==> src/rtl/core/fdr_pkg.sv <==
package fdr_pkg;

    // fraction bits of the reflectance and of the amplitude ratios
    localparam int FRAC_BITS = 15;

    // field and register widths
    localparam int CW        = 16;
    localparam int EW        = 16;
    localparam int OUT_W     = 16;
    localparam int CFG_IDX_W = 1;

    // incident cosine is Q2.14, so sin^2 is Q.28
    localparam int SIN2_FRAC = 28;
    localparam int SQ_W      = SIN2_FRAC + 1;
    localparam int E2_W      = 2 * EW;
    localparam int LHS_W     = E2_W + SQ_W;
    localparam int NUM_W     = LHS_W + 1;

    // transmitted cos^2 in Q.30 and its root in Q.15, both reaching 1.0
    localparam int CT2_W     = 31;
    localparam int CT_W      = (CT2_W + 1) / 2;
    localparam int ISQ_W     = CT2_W + 1;

    // amplitude ratio datapath
    localparam int CI_W      = CW + 1;
    localparam int PQ_W      = 36;
    localparam int RQ_W      = FRAC_BITS + 2;
    localparam int RREM_W    = PQ_W + RQ_W;
    localparam int RSQ_W     = 2 * RQ_W;
    localparam int SUMSH_W   = RSQ_W + 1 - (FRAC_BITS + 1);

    // pipeline depth from accepted item to result strobe
    localparam int LATENCY   = 4 + CT2_W + CT_W + 5 + RQ_W;

    localparam logic [2*CW-1:0]   SIN2_ONE  = (2*CW)'(64'd1 << SIN2_FRAC);
    localparam logic [RQ_W-1:0]   RATIO_LIM = RQ_W'(64'd1 << (FRAC_BITS + 1));
    localparam logic [SUMSH_W-1:0] REFL_ONE = SUMSH_W'(64'd1 << FRAC_BITS);
    localparam logic [OUT_W-1:0]  OUT_ONE   = OUT_W'(64'd1 << FRAC_BITS);

    // register indexes and reset values
    localparam logic [CFG_IDX_W-1:0] REG_ETA_OUTSIDE = 1'b0;
    localparam logic [CFG_IDX_W-1:0] REG_ETA_INSIDE  = 1'b1;
    localparam logic [EW-1:0] ETA_OUTSIDE_RST = 16'd4096;
    localparam logic [EW-1:0] ETA_INSIDE_RST  = 16'd6144;

    typedef struct packed {
        logic [EW-1:0] eta_outside;
        logic [EW-1:0] eta_inside;
    } t_eta;

    typedef struct packed {
        logic                 tir;
        logic signed [CW-1:0] c;
        logic [NUM_W-1:0]     num;
        logic [E2_W-1:0]      den;
    } t_ct2_job;

    typedef struct packed {
        logic                 tir;
        logic signed [CW-1:0] c;
        logic [CT2_W-1:0]     ct2;
    } t_sqrt_job;

    typedef struct packed {
        logic                 tir;
        logic signed [CW-1:0] c;
        logic [CT_W-1:0]      ct;
    } t_ratio_job;

endpackage

==> src/rtl/core/fdr_front.sv <==
module fdr_front (
    input  logic                           i_clk,
    input  logic                           i_rst_n,
    input  logic                           i_valid,
    input  logic signed [fdr_pkg::CW-1:0]  i_cos,
    input  fdr_pkg::t_eta                  i_eta,
    output logic                           o_valid,
    output fdr_pkg::t_ct2_job              o_job
);

    logic                                r1_v, r2_v, r3_v, r4_v;
    logic signed [fdr_pkg::CW-1:0]       r1_c, r2_c, r3_c;
    logic [fdr_pkg::SQ_W-1:0]            r2_si2;
    logic [fdr_pkg::E2_W-1:0]            r2_ea2, r2_eb2, r3_eb2;
    logic                                r2_ebz, r3_ebz;
    logic [fdr_pkg::LHS_W-1:0]           r3_lhs;
    fdr_pkg::t_ct2_job                   r4_job;

    logic signed [2*fdr_pkg::CW-1:0]     c2;
    logic [2*fdr_pkg::CW-1:0]            c2u;
    logic [fdr_pkg::SQ_W-1:0]            n_si2;
    logic [fdr_pkg::LHS_W-1:0]           rhs, diff;
    fdr_pkg::t_ct2_job                   n_job;

    // valid bits
    always_ff @(posedge i_clk) begin
        if (!i_rst_n) begin
            r1_v <= 1'b0;
            r2_v <= 1'b0;
            r3_v <= 1'b0;
            r4_v <= 1'b0;
        end else begin
            r1_v <= i_valid;
            r2_v <= r1_v;
            r3_v <= r2_v;
            r4_v <= r3_v;
        end
    end

    // incident sin^2 in Q.28, clamped at zero
    always_comb begin
        c2    = r1_c * r1_c;
        c2u   = $unsigned(c2);
        n_si2 = (c2u >= fdr_pkg::SIN2_ONE) ? '0 : fdr_pkg::SQ_W'(fdr_pkg::SIN2_ONE - c2u);
    end

    // total reflection test and numerator of cos^2 of the transmitted angle
    always_comb begin
        rhs       = fdr_pkg::LHS_W'({r3_eb2, {fdr_pkg::SIN2_FRAC{1'b0}}});
        diff      = rhs - r3_lhs;
        n_job.tir = r3_ebz || (r3_lhs >= rhs);
        n_job.c   = r3_c;
        n_job.num = fdr_pkg::NUM_W'({diff, 2'b00});
        n_job.den = r3_eb2;
    end

    // payload stages
    always_ff @(posedge i_clk) begin
        r1_c   <= i_cos;
        r2_c   <= r1_c;
        r2_si2 <= n_si2;
        r2_ea2 <= i_eta.eta_outside * i_eta.eta_outside;
        r2_eb2 <= i_eta.eta_inside * i_eta.eta_inside;
        r2_ebz <= (i_eta.eta_inside == '0);
        r3_c   <= r2_c;
        r3_lhs <= r2_ea2 * r2_si2;
        r3_eb2 <= r2_eb2;
        r3_ebz <= r2_ebz;
        r4_job <= n_job;
    end

    assign o_valid = r4_v;
    assign o_job   = r4_job;

endmodule

==> config.mk <==
export PLATFORM = sky130hd
export DESIGN_NAME = fdr_front
export DESIGN_NICKNAME = d
export VERILOG_FILES = /design/src/rtl/core/fdr_pkg.sv /design/src/rtl/core/fdr_front.sv
export SDC_FILE = /design/constraint.sdc
export NUM_CORES = 2
export LEC_CHECK = 0
export BUFFER_PORTS_ARGS = -buffer_cell sky130_fd_sc_hd__buf_2
export CAP_MARGIN = 10
export CORE_ASPECT_RATIO = 2
export CORE_MARGIN = 4
export CORE_UTILIZATION = 30
export CTS_BUF_LIST = sky130_fd_sc_hd__clkbuf_4 sky130_fd_sc_hd__clkbuf_8 sky130_fd_sc_hd__clkbuf_16
export DETAILED_ROUTE_END_ITERATION = 6
export GPL_ROUTABILITY_DRIVEN = 0
export PLACE_DENSITY_LB_ADDON = 0.12
export SYNTH_ARGS = -nofsm -noshare
export SYNTH_HDL_FRONTEND = slang
export SYNTH_SLANG_ARGS = --single-unit
==> constraint.sdc <==
create_clock -name i_clk -period 9.32 [get_ports i_clk]
set_input_delay 0.466 -clock i_clk [delete_from_list [all_inputs] [get_ports i_clk]]
set_output_delay 0.466 -clock i_clk [all_outputs]
set_load 0.005 [all_outputs]
# Yosys cells after proc, flatten, opt, wreduce, memory -nomap -nowiden
# Index checks and enable logic that the tools add are counted.
dict set report classes {
  addsub 2
  reduce_logical 2
  n_lt_le_gt_ge 2
  mul 4
}
# cell n
set ops {}
lappend ops {{multiplier 16 x 16 -> 32 bit} 3}
lappend ops {{>= comparator 61 x 60 -> 1 bit} 1}
lappend ops {{multiplier 32 x 29 -> 61 bit} 1}
lappend ops {{subtractor 60 bit} 1}
lappend ops {{>= comparator 32 x 29 -> 1 bit (second input constant)} 1}
lappend ops {{subtractor 29 bit (first input constant)} 1}
lappend ops {{zero test 16 bit} 1}
lappend ops {{logical OR 1 bit} 1}
dict set report totals {
  inputBits 51
  output_inout_bits 112
  ff_bits 349
}

# Longest topological paths before layout
dict set report depth {
  word_depth 2
  ltp_mapped 30
  ltp_nobuf 28
}

# Worst setup path before layout
# OpenSTA, ideal clock, no wires.
dict set report synth_path {
  path_kind {reg2reg}
  from {reg r2_ea2[17] (netlist name)}
  to {reg r3_lhs[55] (netlist name)}
  path_slack_ns 1.621
  path_buffers 3
  path_stages_with_launch 28
  arrival_ns 7.578
  setup_time_ns 0.121
  cell_sequence {dfxtp_1 clkbuf_1 clkbuf_1 and2_1 fa_1 fa_1 inv_1 fa_1 fa_1 inv_1 fa_1 fa_1 fa_1 inv_1 fa_1 inv_1 ha_1 clkbuf_1 nand4_1 nor4_1 nand3_1 o211ai_1 o21ai_1 a2111oi_0 o2111ai_1 a21oi_1 a31oi_1 xnor2_1}
}
dict set report synth_between {
  elab_chain_cells 1
}
# item line
set synth_lines {}
lappend synth_lines {{start: declaration} fdr_front.sv:14} ;# logic [fdr_pkg::E2_W-1:0] r2_ea2, r2_eb2, r3_eb2;
lappend synth_lines {{start signal: assignment} fdr_front.sv:62} ;# r2_ea2 <= i_eta.eta_outside * i_eta.eta_outside;
lappend synth_lines {{multiplier 32 x 29 -> 61 bit} fdr_front.sv:66} ;# r3_lhs <= r2_ea2 * r2_si2;
lappend synth_lines {{end signal: assignment} fdr_front.sv:66}
lappend synth_lines {{end: declaration} fdr_front.sv:16} ;# logic [fdr_pkg::LHS_W-1:0] r3_lhs;
# Every way passes these cells.
# A chain may end at the register's enable or synchronous reset.

# Worst setup path in the final report
dict set report layout_path {
  from {reg r2_ea2[9] (netlist name)}
  to {reg r3_lhs[55] (netlist name)}
}
# The elaborated chain is that of the path after synthesis.

==> impl_metrics.env <==
export IMPL_cap_violations=0
export IMPL_dp_cells=9668
export IMPL_final_cells=9762
export IMPL_yosys_area_top_type="fa_1"
export IMPL_grt_total_usage=0.186
export IMPL_grt_ovfl_total=0
export IMPL_cp_top_family="adder cells"
export IMPL_cts_root_buf="clkbuf_16"
export IMPL_r2r_slack_ns=0.55
export IMPL_clk_pin_slew_worst_paths_ns=0.07
export IMPL_cpPeakStageDelay_ns=0.70
export IMPL_maxSlewHeadroom=0.343
export IMPL_crit_path_start_kind="flop"
export IMPL_crit_type="flop to flop"
export IMPL_power_switching_mw=14.7
export IMPL_hold_viol_final=0
export IMPL_grt_pass1_vias=52375
export IMPL_clk_latency_ns=0.68
export IMPL_portBuffers=158
export IMPL_critical_path_depth=26
export IMPL_hold_class="input port to flop"
export IMPL_synth_area_leaders="fa_1 (42%), ha_1 (12%), dfxtp_1 (11%), inv_1 (10%), and2_1 (6.3%)"
export IMPL_vias=45057
export IMPL_drive_gt1_frac=0.0591
export IMPL_syn_area_um2=63900
export IMPL_power_frac_seq=0.106
export IMPL_async_flop_share=0
export IMPL_dp_hpwl_mm=171
export IMPL_yosysSeqAreaShare=0.107
export IMPL_grt_first_pass_wirelength_mm=307
export IMPL_worst_pin_slew_ns=0.985
export IMPL_synth_seq_cells=342
export IMPL_critical_path_peak_fanout=20
export IMPL_die_area_um2=221000
export IMPL_fmax_mhz=114
export IMPL_slew_viol_final=0
export IMPL_synth_edf_count=0
export IMPL_r2r_cells=26
export IMPL_synth_warnings=0
export IMPL_fp_dieH_um=661
export IMPL_end_kind="flop"
export IMPL_swShare=0.557
export IMPL_powerDensity_nw_per_um2=378
export IMPL_ys_flop_type="dfxtp_1"
export IMPL_finalInstanceArea_um2=69700
export IMPL_fin_skew_ns=0.0877
export IMPL_drtAntennaViolNets=0
export IMPL_fin_crit_sh=0.941
export IMPL_cp_num_buf_inv=6
export IMPL_drt_total_wl_mm=199
export IMPL_place_area_um2=68000
export IMPL_core_rowCount=239
export IMPL_crit_arrival_ns=9.26
export IMPL_r2r_start="r2_ea2[9]"
export IMPL_startpoint="r2_ea2[9]"
export IMPL_cts_htree_levels=2
export IMPL_timing_final_crit_period_ns=8.77
export IMPL_wire_per_inst_um=20.4
export IMPL_setup_viol=0
export IMPL_slowest_stage="fa_1"
export IMPL_p_int_mw=11.7
export IMPL_die_w_um=334
export IMPL_drc=0
export IMPL_cts_tree="done"
export IMPL_clockPowerShare=0.065
export IMPL_leakagePower_nw=35.7
export IMPL_vias_per_cell=4.62
export IMPL_clock_sinks=342
export IMPL_initial_core_util=0.302
export IMPL_fin_util=0.329
export IMPL_synthCells=6882
export IMPL_clockBufferDepth=3
export IMPL_cts_setup_buffers=0
export IMPL_cts_buffers=41
export IMPL_first_pass_iters=5
export IMPL_ir_drop_uv=676
export IMPL_yosysTopAreaCellShare=0.424
export IMPL_rsz0062_at_grt="no"
export IMPL_first_iter_violations=1689
export IMPL_crit_required_ns=9.81
export IMPL_grt_max_degree=32
export IMPL_combPwrFrac=0.829
export IMPL_rr_endpoint="r3_lhs[55]"
export IMPL_antenna_found_initial=8
export IMPL_yosys_cell_types_count=101
export IMPL_syn_to_final_growth_pct=8.96
export IMPL_core_um2=212000
export IMPL_status="completed"
export IMPL_io_pins=163
export IMPL_finalNetCount=8970
export IMPL_endpoint="r3_lhs[55]"
export IMPL_fin_setup_tns_ns=0
export IMPL_syn_avg_cell_area_um2=9.29
export IMPL_crit_top_cell="fa_1"
## cell usage in the layout (no fill, tap or decap), types with 87 or more instances in the layout
| cell type | n |
|---|---|
| ha_1 | 606 |
| a21oi_1 | 191 |
| dfxtp_1 | 324 |
| nor2_1 | 208 |
| nand2_1 | 677 |
| buf_2 | 158 |
| fa_1 | 1355 |
| inv_1 | 1702 |
| and2_1 | 643 |
| xnor2_1 | 161 |
| buf_4 | 102 |
| a21o_1 | 87 |
## per-layer routing
metal | global-route usage | up-vias | part of all wire
li1 | - | 20578 | -
met4 | 0.121 | 0 | 0.080
met1 | 0.174 | 23331 | 0.32
met5 | 0 | - | 0
met2 | 0.380 | 770 | 0.58
met3 | 0.0125 | 378 | 0.022
## cell usage after synthesis, types with 6 or more instances
master / number
nand4_1: 20
inv_1: 1702
nand2b_1: 24
a211oi_1: 21
o21bai_1: 29
o21a_1: 24
dfxtp_1: 342
nor3_1: 55
a2111oi_0: 6
nand2_1: 677
xnor2_1: 161
fa_1: 1355
and2_1: 643
xor2_1: 70
o2111ai_1: 6
o31ai_1: 12
and3_1: 21
a21oi_1: 191
o21ai_1: 8
a31oi_1: 17
or3_1: 7
a21o_1: 87
a31o_2: 9
o21ai_0: 80
o311ai_0: 6
o211ai_1: 18
ha_1: 606
nand3_1: 32
nor2b_1: 27
nor4_1: 23
or2_2: 14
nor2_1: 208
clkbuf_1: 259
## worst min-delay path by stage
stage,startpoint,to,cells past startpoint
floorplan,r3_c[6],o_job[100],0
global placement,r2_c[4],r3_c[4],0
detailed placement,r3_c[9],o_job[103],0
CTS,i_eta[16],r2_ea2[0],1
global route,i_eta[16],r2_ea2[0],1
finish,i_eta[16],r2_ea2[0],1
## repair_timing
item	CTS	global route
gates resized for setup	0	19
endpoints found under the setup margin	0	5
endpoints found under the hold margin	20	0
hold buffers	18	0
## cells by family after synthesis
logic type / share of synthesized area
DFF: 0.107
buffers and inverters: 0.116
muxes: 0.000822
AOI/OAI and AO/OA: 0.0591
xor gates and xnor gates: 0.0323
other: 0.000117
adders and majority gates: 0.543
and+or+nand+nor: 0.141
## registers in the layout (all words and copies together) (netlist names), 16 cells and up
name    flops
o_job     107
r3_lhs     60
r2_ea2     31
r2_eb2     31
r3_eb2     31
r2_si2     28
r1_c       16
r2_c       16
r3_c       16
## metrics by stage
| stage | total power [mW] | setup WS, ns | hold WS, ns |
|---|---|---|---|
| CTS | 26.9 | 0.228 | 0.116 |
| floorplan | 18.3 | 1.62 | 0.310 |
| finish | 26.3 | 0.552 | 0.182 |
| detailed placement | 24.9 | 0.307 | 0.312 |
| global route | 29.4 | 0.0000435 | 0.146 |
| global placement | 24.8 | 0.292 | 0.310 |
## area by class of cell
class / instances / area (µm²)
well taps: 2771 / 3470
flip-flops and latches: 342 / 6870
repair buffers: 280 / 1780
fillers: 22239 / 142000
multi-input cells: 4589 / 49700
diodes: 3 / 7.51
clock inverters: 26 / 313
clock buffers: 47 / 1090
inverters: 1704 / 6400
## power groups by stage
stage                     logic (mW)  registers, mW  clock network (mW)
after detailed placement        22.1           2.82                   0
after floorplan                 15.9           2.36                   0
after CTS                       22.2           2.80                1.81
after global placement          22.0           2.82                   0
final                           21.8           2.78                1.72
after global routing            24.7           2.85                1.84
## worst register-to-register path, stage by stage (launching register included)
cell	delay [ns]
dfxtp_1	0.57
buf_4	0.35
and2_1	0.19
fa_1	0.43
inv_1	0.10
fa_1	0.38
inv_1	0.08
fa_1	0.44
fa_1	0.58
fa_1	0.70
fa_1	0.49
fa_1	0.51
inv_1	0.06
fa_1	0.50
inv_1	0.04
ha_1	0.37
nand4_1	0.17
nor4_1	0.43
nand3_1	0.12
o211ai_1	0.28
o21ai_1	0.26
a2111oi_0	0.58
buf_4	0.21
o2111ai_1	0.11
a21oi_1	0.34
a31oi_1	0.16
xnor2_1	0.14
No activity file was read; power rests on OpenSTA's default activity.
