## src/rtl/core/fdr_pkg.sv

```systemverilog
package fdr_pkg;

    // fraction bits of the reflectance and of the amplitude ratios
    localparam int FRAC_BITS = 15;

    // field and register widths
    localparam int CW        = 16;
    localparam int EW        = 16;
    localparam int OUT_W     = 16;
    localparam int CFG_IDX_W = 1;

    // incident cosine is Q2.14, so sin^2 is Q.28
    localparam int SIN2_FRAC = 28;
    localparam int SQ_W      = SIN2_FRAC + 1;
    localparam int E2_W      = 2 * EW;
    localparam int LHS_W     = E2_W + SQ_W;
    localparam int NUM_W     = LHS_W + 1;

    // transmitted cos^2 in Q.30 and its root in Q.15, both reaching 1.0
    localparam int CT2_W     = 31;
    localparam int CT_W      = (CT2_W + 1) / 2;
    localparam int ISQ_W     = CT2_W + 1;

    // amplitude ratio datapath
    localparam int CI_W      = CW + 1;
    localparam int PQ_W      = 36;
    localparam int RQ_W      = FRAC_BITS + 2;
    localparam int RREM_W    = PQ_W + RQ_W;
    localparam int RSQ_W     = 2 * RQ_W;
    localparam int SUMSH_W   = RSQ_W + 1 - (FRAC_BITS + 1);

    // pipeline depth from accepted item to result strobe
    localparam int LATENCY   = 4 + CT2_W + CT_W + 5 + RQ_W;

    localparam logic [2*CW-1:0]   SIN2_ONE  = (2*CW)'(64'd1 << SIN2_FRAC);
    localparam logic [RQ_W-1:0]   RATIO_LIM = RQ_W'(64'd1 << (FRAC_BITS + 1));
    localparam logic [SUMSH_W-1:0] REFL_ONE = SUMSH_W'(64'd1 << FRAC_BITS);
    localparam logic [OUT_W-1:0]  OUT_ONE   = OUT_W'(64'd1 << FRAC_BITS);

    // register indexes and reset values
    localparam logic [CFG_IDX_W-1:0] REG_ETA_OUTSIDE = 1'b0;
    localparam logic [CFG_IDX_W-1:0] REG_ETA_INSIDE  = 1'b1;
    localparam logic [EW-1:0] ETA_OUTSIDE_RST = 16'd4096;
    localparam logic [EW-1:0] ETA_INSIDE_RST  = 16'd6144;

    typedef struct packed {
        logic [EW-1:0] eta_outside;
        logic [EW-1:0] eta_inside;
    } t_eta;

    typedef struct packed {
        logic                 tir;
        logic signed [CW-1:0] c;
        logic [NUM_W-1:0]     num;
        logic [E2_W-1:0]      den;
    } t_ct2_job;

    typedef struct packed {
        logic                 tir;
        logic signed [CW-1:0] c;
        logic [CT2_W-1:0]     ct2;
    } t_sqrt_job;

    typedef struct packed {
        logic                 tir;
        logic signed [CW-1:0] c;
        logic [CT_W-1:0]      ct;
    } t_ratio_job;

endpackage

```

## src/rtl/core/fdr_sqrt.sv

```systemverilog
module fdr_sqrt (
    input  logic                i_clk,
    input  logic                i_rst_n,
    input  logic                i_valid,
    input  fdr_pkg::t_sqrt_job  i_job,
    output logic                o_valid,
    output fdr_pkg::t_ratio_job o_job
);

    localparam int N = fdr_pkg::CT_W;
    localparam int W = fdr_pkg::ISQ_W;

    logic                          r_v   [N];
    logic                          r_tir [N];
    logic signed [fdr_pkg::CW-1:0] r_c   [N];
    logic [W-1:0]                  r_rem [N];
    logic [W-1:0]                  r_res [N];

    // digit by digit integer root, one result bit per stage
    for (genvar s = 0; s < N; s++) begin : g_stage
        localparam int K = N - 1 - s;
        localparam logic [W-1:0] BIT = W'(64'd1 << (2 * K));
        logic                          v_in, tir_in;
        logic signed [fdr_pkg::CW-1:0] c_in;
        logic [W-1:0]                  rem_in, res_in, trial;
        logic                          ge;

        if (s == 0) begin : g_first
            assign v_in   = i_valid;
            assign tir_in = i_job.tir;
            assign c_in   = i_job.c;
            assign rem_in = W'(i_job.ct2);
            assign res_in = '0;
        end else begin : g_next
            assign v_in   = r_v[s-1];
            assign tir_in = r_tir[s-1];
            assign c_in   = r_c[s-1];
            assign rem_in = r_rem[s-1];
            assign res_in = r_res[s-1];
        end

        always_comb begin
            trial = res_in + BIT;
            ge    = (rem_in >= trial);
        end

        always_ff @(posedge i_clk) begin
            if (!i_rst_n) begin
                r_v[s] <= 1'b0;
            end else begin
                r_v[s] <= v_in;
            end
        end

        always_ff @(posedge i_clk) begin
            r_tir[s] <= tir_in;
            r_c[s]   <= c_in;
            r_rem[s] <= ge ? rem_in - trial : rem_in;
            r_res[s] <= ge ? (res_in >> 1) + BIT : (res_in >> 1);
        end
    end

    assign o_valid   = r_v[N-1];
    assign o_job.tir = r_tir[N-1];
    assign o_job.c   = r_c[N-1];
    assign o_job.ct  = r_res[N-1][fdr_pkg::CT_W-1:0];

endmodule

```

## config.mk

```make
export PLATFORM = sky130hd
export DESIGN_NAME = fdr_sqrt
export DESIGN_NICKNAME = d
export VERILOG_FILES = /design/src/rtl/core/fdr_pkg.sv /design/src/rtl/core/fdr_sqrt.sv
export SDC_FILE = /design/constraint.sdc
export NUM_CORES = 1
export LEC_CHECK = 0
export ABC_AREA = 1
export BUFFER_PORTS_ARGS = -buffer_cell sky130_fd_sc_hd__buf_2
export CAP_MARGIN = 20
export CORE_ASPECT_RATIO = 1.25
export CORE_MARGIN = 4
export CORE_UTILIZATION = 50
export CTS_BUF_LIST = sky130_fd_sc_hd__clkbuf_2 sky130_fd_sc_hd__clkbuf_4 sky130_fd_sc_hd__clkbuf_8
export CTS_CLUSTER_SIZE = 14
export DETAILED_ROUTE_END_ITERATION = 8
export GPL_ROUTABILITY_DRIVEN = 0
export PLACE_DENSITY = 0.68
export SLEW_MARGIN = 10
export SYNTH_ARGS = -nofsm -noshare
export SYNTH_HDL_FRONTEND = slang
export SYNTH_SLANG_ARGS = --single-unit
export TNS_END_PERCENT = 20
```

## constraint.sdc

```tcl
create_clock -name i_clk -period 2.6 [get_ports i_clk]
set_clock_uncertainty 0.2 [all_clocks]
set_input_delay 0.13 -clock i_clk [delete_from_list [all_inputs] [get_ports i_clk]]
set_output_delay 0.13 -clock i_clk [all_outputs]
set_load 0.01 [all_outputs]
```

* After elaboration in Yosys (flattened, before gate mapping)
Memories as Yosys holds them, arrays and structs flattened. Index checks and enable logic that the tools add are counted.
Operators by class: magnitude comparators 16, muxes and demuxes 50, add/sub/neg operators 46, bitwise logic cells 16
Operator list (number):
- 32-bit two-way mux | 31
- 32-bit >= comparator | 15
- 32-bit subtractor | 15
- 31-bit by 1-bit adder with 32-bit output, second input constant | 1
- 31-bit by 11-bit adder with 32-bit output, second input constant | 1
- 31-bit by 13-bit adder with 32-bit output, second input constant | 1
- 31-bit by 15-bit adder with 32-bit output, second input constant | 1
- 31-bit by 17-bit adder with 32-bit output, second input constant | 1
- 31-bit by 19-bit adder with 32-bit output, second input constant | 1
- 31-bit by 21-bit adder with 32-bit output, second input constant | 1
- 31-bit by 23-bit adder with 32-bit output, second input constant | 1
- 31-bit by 25-bit adder with 32-bit output, second input constant | 1
- 31-bit by 27-bit adder with 32-bit output, second input constant | 1
- 31-bit by 29-bit adder with 32-bit output, second input constant | 1
- 31-bit by 3-bit adder with 32-bit output, second input constant | 1
- 31-bit by 5-bit adder with 32-bit output, second input constant | 1
- 31-bit by 7-bit adder with 32-bit output, second input constant | 1
- 31-bit by 9-bit adder with 32-bit output, second input constant | 1
- 32-bit by 1-bit adder with 32-bit output, second input constant | 1
- 32-bit by 11-bit adder with 32-bit output, second input constant | 1
- 32-bit by 13-bit adder with 32-bit output, second input constant | 1
- 32-bit by 15-bit adder with 32-bit output, second input constant | 1
- 32-bit by 17-bit adder with 32-bit output, second input constant | 1
- 32-bit by 19-bit adder with 32-bit output, second input constant | 1
- other kinds (14) | 46
Word-level totals: memory bits (writable) 1312, word-level logic and storage cells 133, output and inout port bits 34, bits of input ports 51, memories kept 5, flip-flop bits (word level) 0
Memories:
- r_rem | depth 16, bits a word 32, read ports 15, clocked after Yosys merged registers in 0, write ports 16, line fdr_sqrt.sv:16 | logic [W-1:0] r_rem [N];
- r_res | depth 16, bits a word 32, read ports 16, clocked after Yosys merged registers in 0, write ports 16, line fdr_sqrt.sv:17 | logic [W-1:0] r_res [N];
- r_c | depth 16, bits a word 16, read ports 16, clocked after Yosys merged registers in 0, write ports 16, line fdr_sqrt.sv:15 | logic signed [fdr_pkg::CW-1:0] r_c [N];
- r_tir | depth 16, bits a word 1, read ports 16, clocked after Yosys merged registers in 0, write ports 16, line fdr_sqrt.sv:14 | logic r_tir [N];
- r_v | depth 16, bits a word 1, read ports 16, clocked after Yosys merged registers in 0, write ports 16, line fdr_sqrt.sv:13 | logic r_v [N];

* Depth between registers and ports, before layout
Gate-level depths: netlist (run 1). An unclocked memory read counts as a cell.
depth in word-level cells 4, gate-level depth with buffers 14, gate-level depth less buffers 14

* Least setup slack after synthesis (run 1)
OpenSTA, ideal clock, no wires.
path type register to register, from mem r_res[1][177] in the netlist's numbering, to mem r_rem[1][212] in the netlist's numbering, buffers on the path 1, library setup time 0.120 ns, arrival 1.643 ns, path slack 0.638 ns, required time 2.280 ns, period minus slack after synthesis 1.962 ns, stages on the path, launching flop included 12, cells stage by stage dfxtp_1 inv_1 ha_1 a21oi_2 inv_1 nor2_2 inv_1 nor2_2 nand3_2 nor2_4 buf_2 a21oi_1
RTL lines (line):
- start: declaration | fdr_sqrt.sv:17
- end: declaration | fdr_sqrt.sv:16

==> qor.txt, run 1 <==
Run status: finished clean
Routed WL: 76900 um
Kind of critical path: reg2reg
First-pass GRT wire length: 124000 um
Bufs and invs on worst path: 2
Die height: 297 um
# setup viols final: 0
CP startpoint kind: register
Clock Sinks: 904
Final Core Density: 0.592
Netlist Area Pre-Place: 33400 um^2
Crit path top cell by count: a21oi_1
Area of the multi-input gates: 12900 um^2
PD cells: 1120 nW/um^2
Slew @ Worst Pin: 696 ps
Chip width: 239 um
Yosys top cell area share: 0.542
RSZ-0062 raised after global routing: true
Detail-routed via count per cell: 4.88
Drt drc: 0
Max-cap violations: 0
CTS root buffer: clkbuf_8
WL/cell: 14.6 um
CTS tree: done
Htree depth: 4
Post-placement setup slack: -73.6 ps
Worst Path Max Fanout: 20
Final period utilization: 0.940
Clk buf depth: 3
Synth async-reset ratio: 0
Worst EP required: 3090 ps
Hold_sp: r_c[5][0]
FF-to-FF setup slack: 150 ps
Die ar.: 71000 um^2
Sequential area share after synthesis: 0.542
CP Cell Sequence: inv_1, ha_1, a21oi_1, a21oi_1, nor2_1, nand3_2, inv_6, nand2_1, o21ai_2
Post-synth top area cell: dfxtp_1
Worst min path class: reg2reg
Final setup TNS: 0 ps
Final ANT Viol Nets: 0
Fmax: 0.409 GHz
DP Wirelength: 57200 um
Number of flops mapped to enable cells by yosys: 0
Crit-path max cell delay: 340 ps
Slew Viols, Final: 0
Clock latency on the worst-skew pair: 790 ps
CP max-delay cell: dfxtp_1
Vias: 25703
Synthesis-stage register bit count: 904
Register-to-Register Path Depth: 9
Most frequent cells in the layout: nand2_1, dfxtp_1, inv_1
Antenna violations before repair: 3
Worst EP arrival: 2930 ps
Synthesized instance count: 3978
Vias in the first global route: 26093
GRT Total Usage: 0.216
Layout fillers: 5746
PortBufs: 84
CP endpoint kind: register
Unique cell type count in the Yosys netlist: 52
Crit-path leading delay family: simple AND/OR/NAND/NOR gates
Fin nets: 4512
CTS Buf Count: 136
Largest net degree at the start of global routing: 38
Fin crit period: 2450 ps
Area grow syn2layout: 17.0%
Clock slew seen by the registers of the worst setup and hold paths: 60 ps
Cell Rows: 105
R2r startpoint: r_res[0][243]
Initial Utilization: 0.506
1st-pass router iterations: 7
Final Total Pwr: 43.8 mW
Core ar.: 66000 um^2
Hold WS: 97.1 ps
Hold Violations, Final: 0
Hold depth: 0
Register area: 18100 um^2
End of the worst register-to-register path: r_rem[1][22]
Leak Pwr: 19.4 nW
Commonest non-fill, non-tap cell in the layout: nand2_1
Worst Setup Slack, final: 155 ps
Top FF cell, synth: dfxtp_1
Max-slew headroom: 0.531
Area contributors post-synth: dfxtp_1, nand2_1, inv_1
IO Count: 85
Synth warn: 0
DRT iter0 DRCs: 1085
Hold EP: r_c[5][16]
Share of post-route cells with drive strength above 1: 0.118
VDD IR max: 0.788 mV
Avg Synthesized Cell Area: 8.39 um^2
Total grt overflow: 0
## cell families (layout without fill, tap and decap cells)
group,Yosys count,in the layout,synth area share
AO/OA/AOI/OAI,307,307,0.0562
XOR/XNOR,107,107,0.0281
adder cells (fa/ha/maj),148,148,0.0555
buffers and inverters,611,1045,0.0739
flip-flops,904,904,0.542
other,1,4,0.000112
AND/OR/NAND/NOR,1900,1901,0.244
## flip-flops by register name, indices dropped and copies added (netlist names)
| name | flops |
|---|---|
| r_c | 256 |
| r_v | 16 |
| r_rem | 480 |
| r_tir | 16 |
| r_res | 136 |
## per-stage QoR
step | instances | cell area (um^2)
2_1_floorplan | 3979 | 33400
3_3_place_gp | 4926 | 34900
3_5_place_dp | 4926 | 34900
4_1_cts | 5267 | 39000
5_1_grt | 5272 | 39000
6_report | 5272 | 39000
## power by group
group          switching [mW]  leakage (nW)  internal, mW
Clock                    5.34          1.61          7.22
Combinational            8.28          10.2          4.85
Sequential               1.67          7.59          16.4
Total                    15.3          19.4          28.5
## worst max-delay path by stage
stage / start / to / slack, ps / cells past startpoint
after global routing: r_res[1][81] / r_rem[1][104] / -6 / 11
after CTS: r_res[0][243] / r_rem[1][20] / 40 / 9
after global placement: r_res[1][111] / r_rem[1][143] / -50 / 11
after detailed placement: r_res[1][110] / r_rem[1][138] / -70 / 11
after floorplan: r_res[1][177] / r_rem[1][212] / 640 / 11
final: r_res[0][243] / r_rem[1][22] / 150 / 9
## Yosys cell counts, types with 38 or more instances
master and number:
nand2_1 1102, dfxtp_1 904, inv_1 574, nor2_1 344, nand3_1 198, ha_1 148, a21oi_1 116, o21ai_0 78
nand4_1 67, xor2_1 57, xnor2_1 50, nor3_1 48, nand3b_1 41, a21oi_2 40, o21ai_2 38
## timing repair
item | 4_1_cts | 5_1_grt
setup buffers | 0 | 2
resized for setup | 1 | 6
pin swaps | 0 | 3
hold endpoints to repair | 64 | 0
cloned | 0 | 1
setup endpoints to repair | 20 | 41
hold buffers | 102 | 0
## per-layer routing
layer	up-vias	share of wire	routed length, um	global-route usage
li1	13126	-	-	-
met1	11607	0.36	27400	0.201
met2	680	0.54	41800	0.426
met3	288	0.036	2770	0.0378
met4	2	0.064	4930	0.135
met5	-	0.00017	13	0
## worst reg2reg max path: cells and delay by family, from the launching register on
family | cells | cell delay, ps
flip-flops | 1 | 340
adder cells (fa/ha/maj) | 1 | 330
AND/OR/NAND/NOR | 3 | 650
buffers and inverters | 2 | 340
AO/OA/AOI/OAI | 3 | 510
## final cells by class
cell class,count,area share
diodes,2,0.000128
multi-input cells,2465,0.329
clock inverters,25,0.00968
clock buffers,214,0.0687
repair buffers,221,0.0449
flip-flops and latches,904,0.463
inverters,585,0.0566
well taps,856,0.0274
Note: power is estimated with default switching activity, not from simulation.
==> run 2, diff against run 1 <==
Settings changed: PLACE_DENSITY 0.68 to 0.74.
==> run 2 against run 1 <==
Compared with the run above:
- clock power down 5%
- critical endpoint is now r_rem[1][121]
- global-route usage down 0.23 points
- flip-flop and latch count unchanged
- cell area shrank 0.38%
- first-iteration DRC count up 22%
- cell count about the same
- critical path depth fell by 1
- die area is the same
- power decreased by 1.3%
==> qor.txt, run 2 (synthesis gave the netlist of run 1 again) <==
Final Total Pwr: 43.2 mW (-1.3%)
Cell Rows: 105 (unchanged)
Metal3 WL: 2960 um (+6.7%)
Core ar.: 66000 um^2 (unchanged)
Leak Pwr: 19.3 nW (-0.44%)
Worst EP arrival: 3030 ps (+100 ps)
Clock slew seen by the registers of the worst setup and hold paths: 60 ps (about the same)
# setup viols final: 0 (unchanged)
Biggest register: r_rem
Slew @ Worst Pin: 701 ps (+4.56 ps)
Drt drc: 0 (unchanged)
DP Wirelength: 56000 um (-2.2%)
Uppermost layer routed: met4
Routed WL: 76100 um (-1.0%)
Crit-path leading delay family: simple AND/OR/NAND/NOR gates
CP Cell Sequence: inv_1, ha_2, nand2_1, nor3_1, nand3_1, nand3_1, nand2_1, a21oi_2
Most frequent cells in the layout: nand2_1, dfxtp_1, inv_1
Clock latency on the worst-skew pair: 790 ps (about the same)
Worst Path Max Fanout: 6 (-70%)
CTS root buffer: clkbuf_8
Kind of critical path: reg2reg
Hold Violations, Final: 0 (unchanged)
WL met1: 26600 um (-2.7%)
Fmax: 0.389 GHz (-4.8%)
Antenna violations before repair: 1 (-2)
IO Count: 85 (unchanged)
Layout fillers: 5532 (-3.7%)
Worst min path class: reg2reg
CTS tree: done
DRT iter0 DRCs: 1328 (+22%)
VDD IR max: 0.925 mV (+17%)
FF-to-FF setup slack: 30 ps (-120 ps)
Vias in the first global route: 25848 (-0.94%)
CP endpoint kind: register
Max-slew headroom: 0.532 (+0.000760)
GRT Total Usage: 0.214 (-0.00231)
Final Cell Area: 38900 um^2 (-0.38%)
Share of post-route cells with drive strength above 1: 0.117 (-0.000120)
Chip width: 239 um (unchanged)
Largest net degree at the start of global routing: 28 (-26%)
Die height: 297 um (unchanged)
Bufs and invs on worst path: 1 (-1)
Placed insts: 4922 (-0.081%)
Htree depth: 4 (unchanged)
Area grow syn2layout: 16.5%
CP startpoint kind: register
Final Core Density: 0.590 (-0.00228)
Detail-routed via count per cell: 4.89 (+0.29%)
Register-to-Register Path Depth: 8 (-1)
Max-cap violations: 0 (unchanged)
PortBufs: 84 (unchanged)
Fin nets: 4507 (-0.11%)
Run status: finished clean
Final ANT Viol Nets: 0 (unchanged)
WL/cell: 14.5 um (-0.91%)
Max FFs per register: 480 (unchanged)
Commonest non-fill, non-tap cell in the layout: nand2_1
CP Depth: 8 (-1)
Biggest regs: r_rem (480), r_c (256), r_res (136)
Die ar.: 71000 um^2 (unchanged)
Initial Utilization: 0.506 (unchanged)
CTS Buf Count: 133 (-2.2%)
Hold depth: 0 (unchanged)
Vias: 25753 (+0.19%)
RSZ-0062 raised after global routing: true
Slew Viols, Final: 0 (unchanged)
Placement Cell Area: 34900 um^2 (about the same)
Met2 WL: 41100 um (-1.7%)
Non-filler cells, final: 5267 (-0.095%)
Worst EP required: 3060 ps (-30 ps)
First-pass GRT wire length: 123000 um (-0.67%)
Clk buf depth: 3 (unchanged)
Total grt overflow: 0 (unchanged)
1st-pass router iterations: 6 (-1)
Final period utilization: 0.988 (+0.0473)
Clock Sinks: 904 (unchanged)
CP max-delay cell: nor3_1
Crit-path max cell delay: 600 ps (+260 ps)
Fin crit period: 2570 ps (+123 ps)
PD cells: 1110 nW/um^2 (-0.96%)
run 2: cell count changes in the layout (fill, tap and decap cells not counted), sizes merged, moves of 2 or more:
cell	previous run	this run
buf	119	116
clkinv	12	19
clkinvlp	1	4
clkbuf	214	203
bufinv	6	4
run 2: path summary, 6_finish.rpt:
kind,startpoint,endpoint
hold / removal,r_c[4][24],r_c[5][8]
setup / recovery,r_res[1][81],r_rem[1][121]
setup reg to reg,r_res[1][81],r_rem[1][121]
hold reg to reg,r_c[4][24],r_c[5][8]
run 2: worst register-to-register path: stages, from the launching register on:
cell and delay, ps:
dfxtp_1 340, inv_1 50, ha_2 370, nand2_1 150
nor3_1 600, nand3_1 390, nand3_1 200, nand2_1 70
a21oi_2 110
run 2: area by class of cell:
cell class                 instances  area, um^2  area share
clock inverter                    34         375     0.00965
clock buffer                     203        2520      0.0647
timing repair buffer             219        1750      0.0451
multi-input combinational       2465       12900       0.331
inverter                         585        2210      0.0567
sequential                       904       18100       0.465
antenna                            1        2.50   0.0000643
tap                              856        1070      0.0275
run 2: repair_timing:
action	in CTS	in global routing
gates cloned	0	1
endpoints found under the setup margin	27	59
pin swaps	0	2
buffers inserted	0	3
endpoints found under the hold margin	64	0
resized for setup	2	9
hold buffers	103	0
run 2: where the power goes:
part           internal (mW)  total [mW]  switching, mW
Combinational           4.82        13.1           8.24
Sequential              16.4        18.2           1.71
Clock                   6.68        12.0           5.33
Total                   27.9        43.2           15.3
run 2: through the flow:
| step | setup TNS, ps | worst slack [ps] | hold slack [ps] |
|---|---|---|---|
| floorplan | 0 | 638 | -42.3 |
| global placement | -306 | -30.4 | 31.8 |
| detailed placement | -988 | -62.2 | 33.6 |
| CTS | 0 | 27.3 | 106 |
| global route | -4.41 | -4.41 | 109 |
| finish | 0 | 31.7 | 116 |
run 2: routing by layer:
layer / GRT usage / up-vias
li1: - / 13128
met1: 0.200 / 11546
met2: 0.414 / 754
met3: 0.0381 / 325
met4: 0.146 / 0
met5: 0 / -
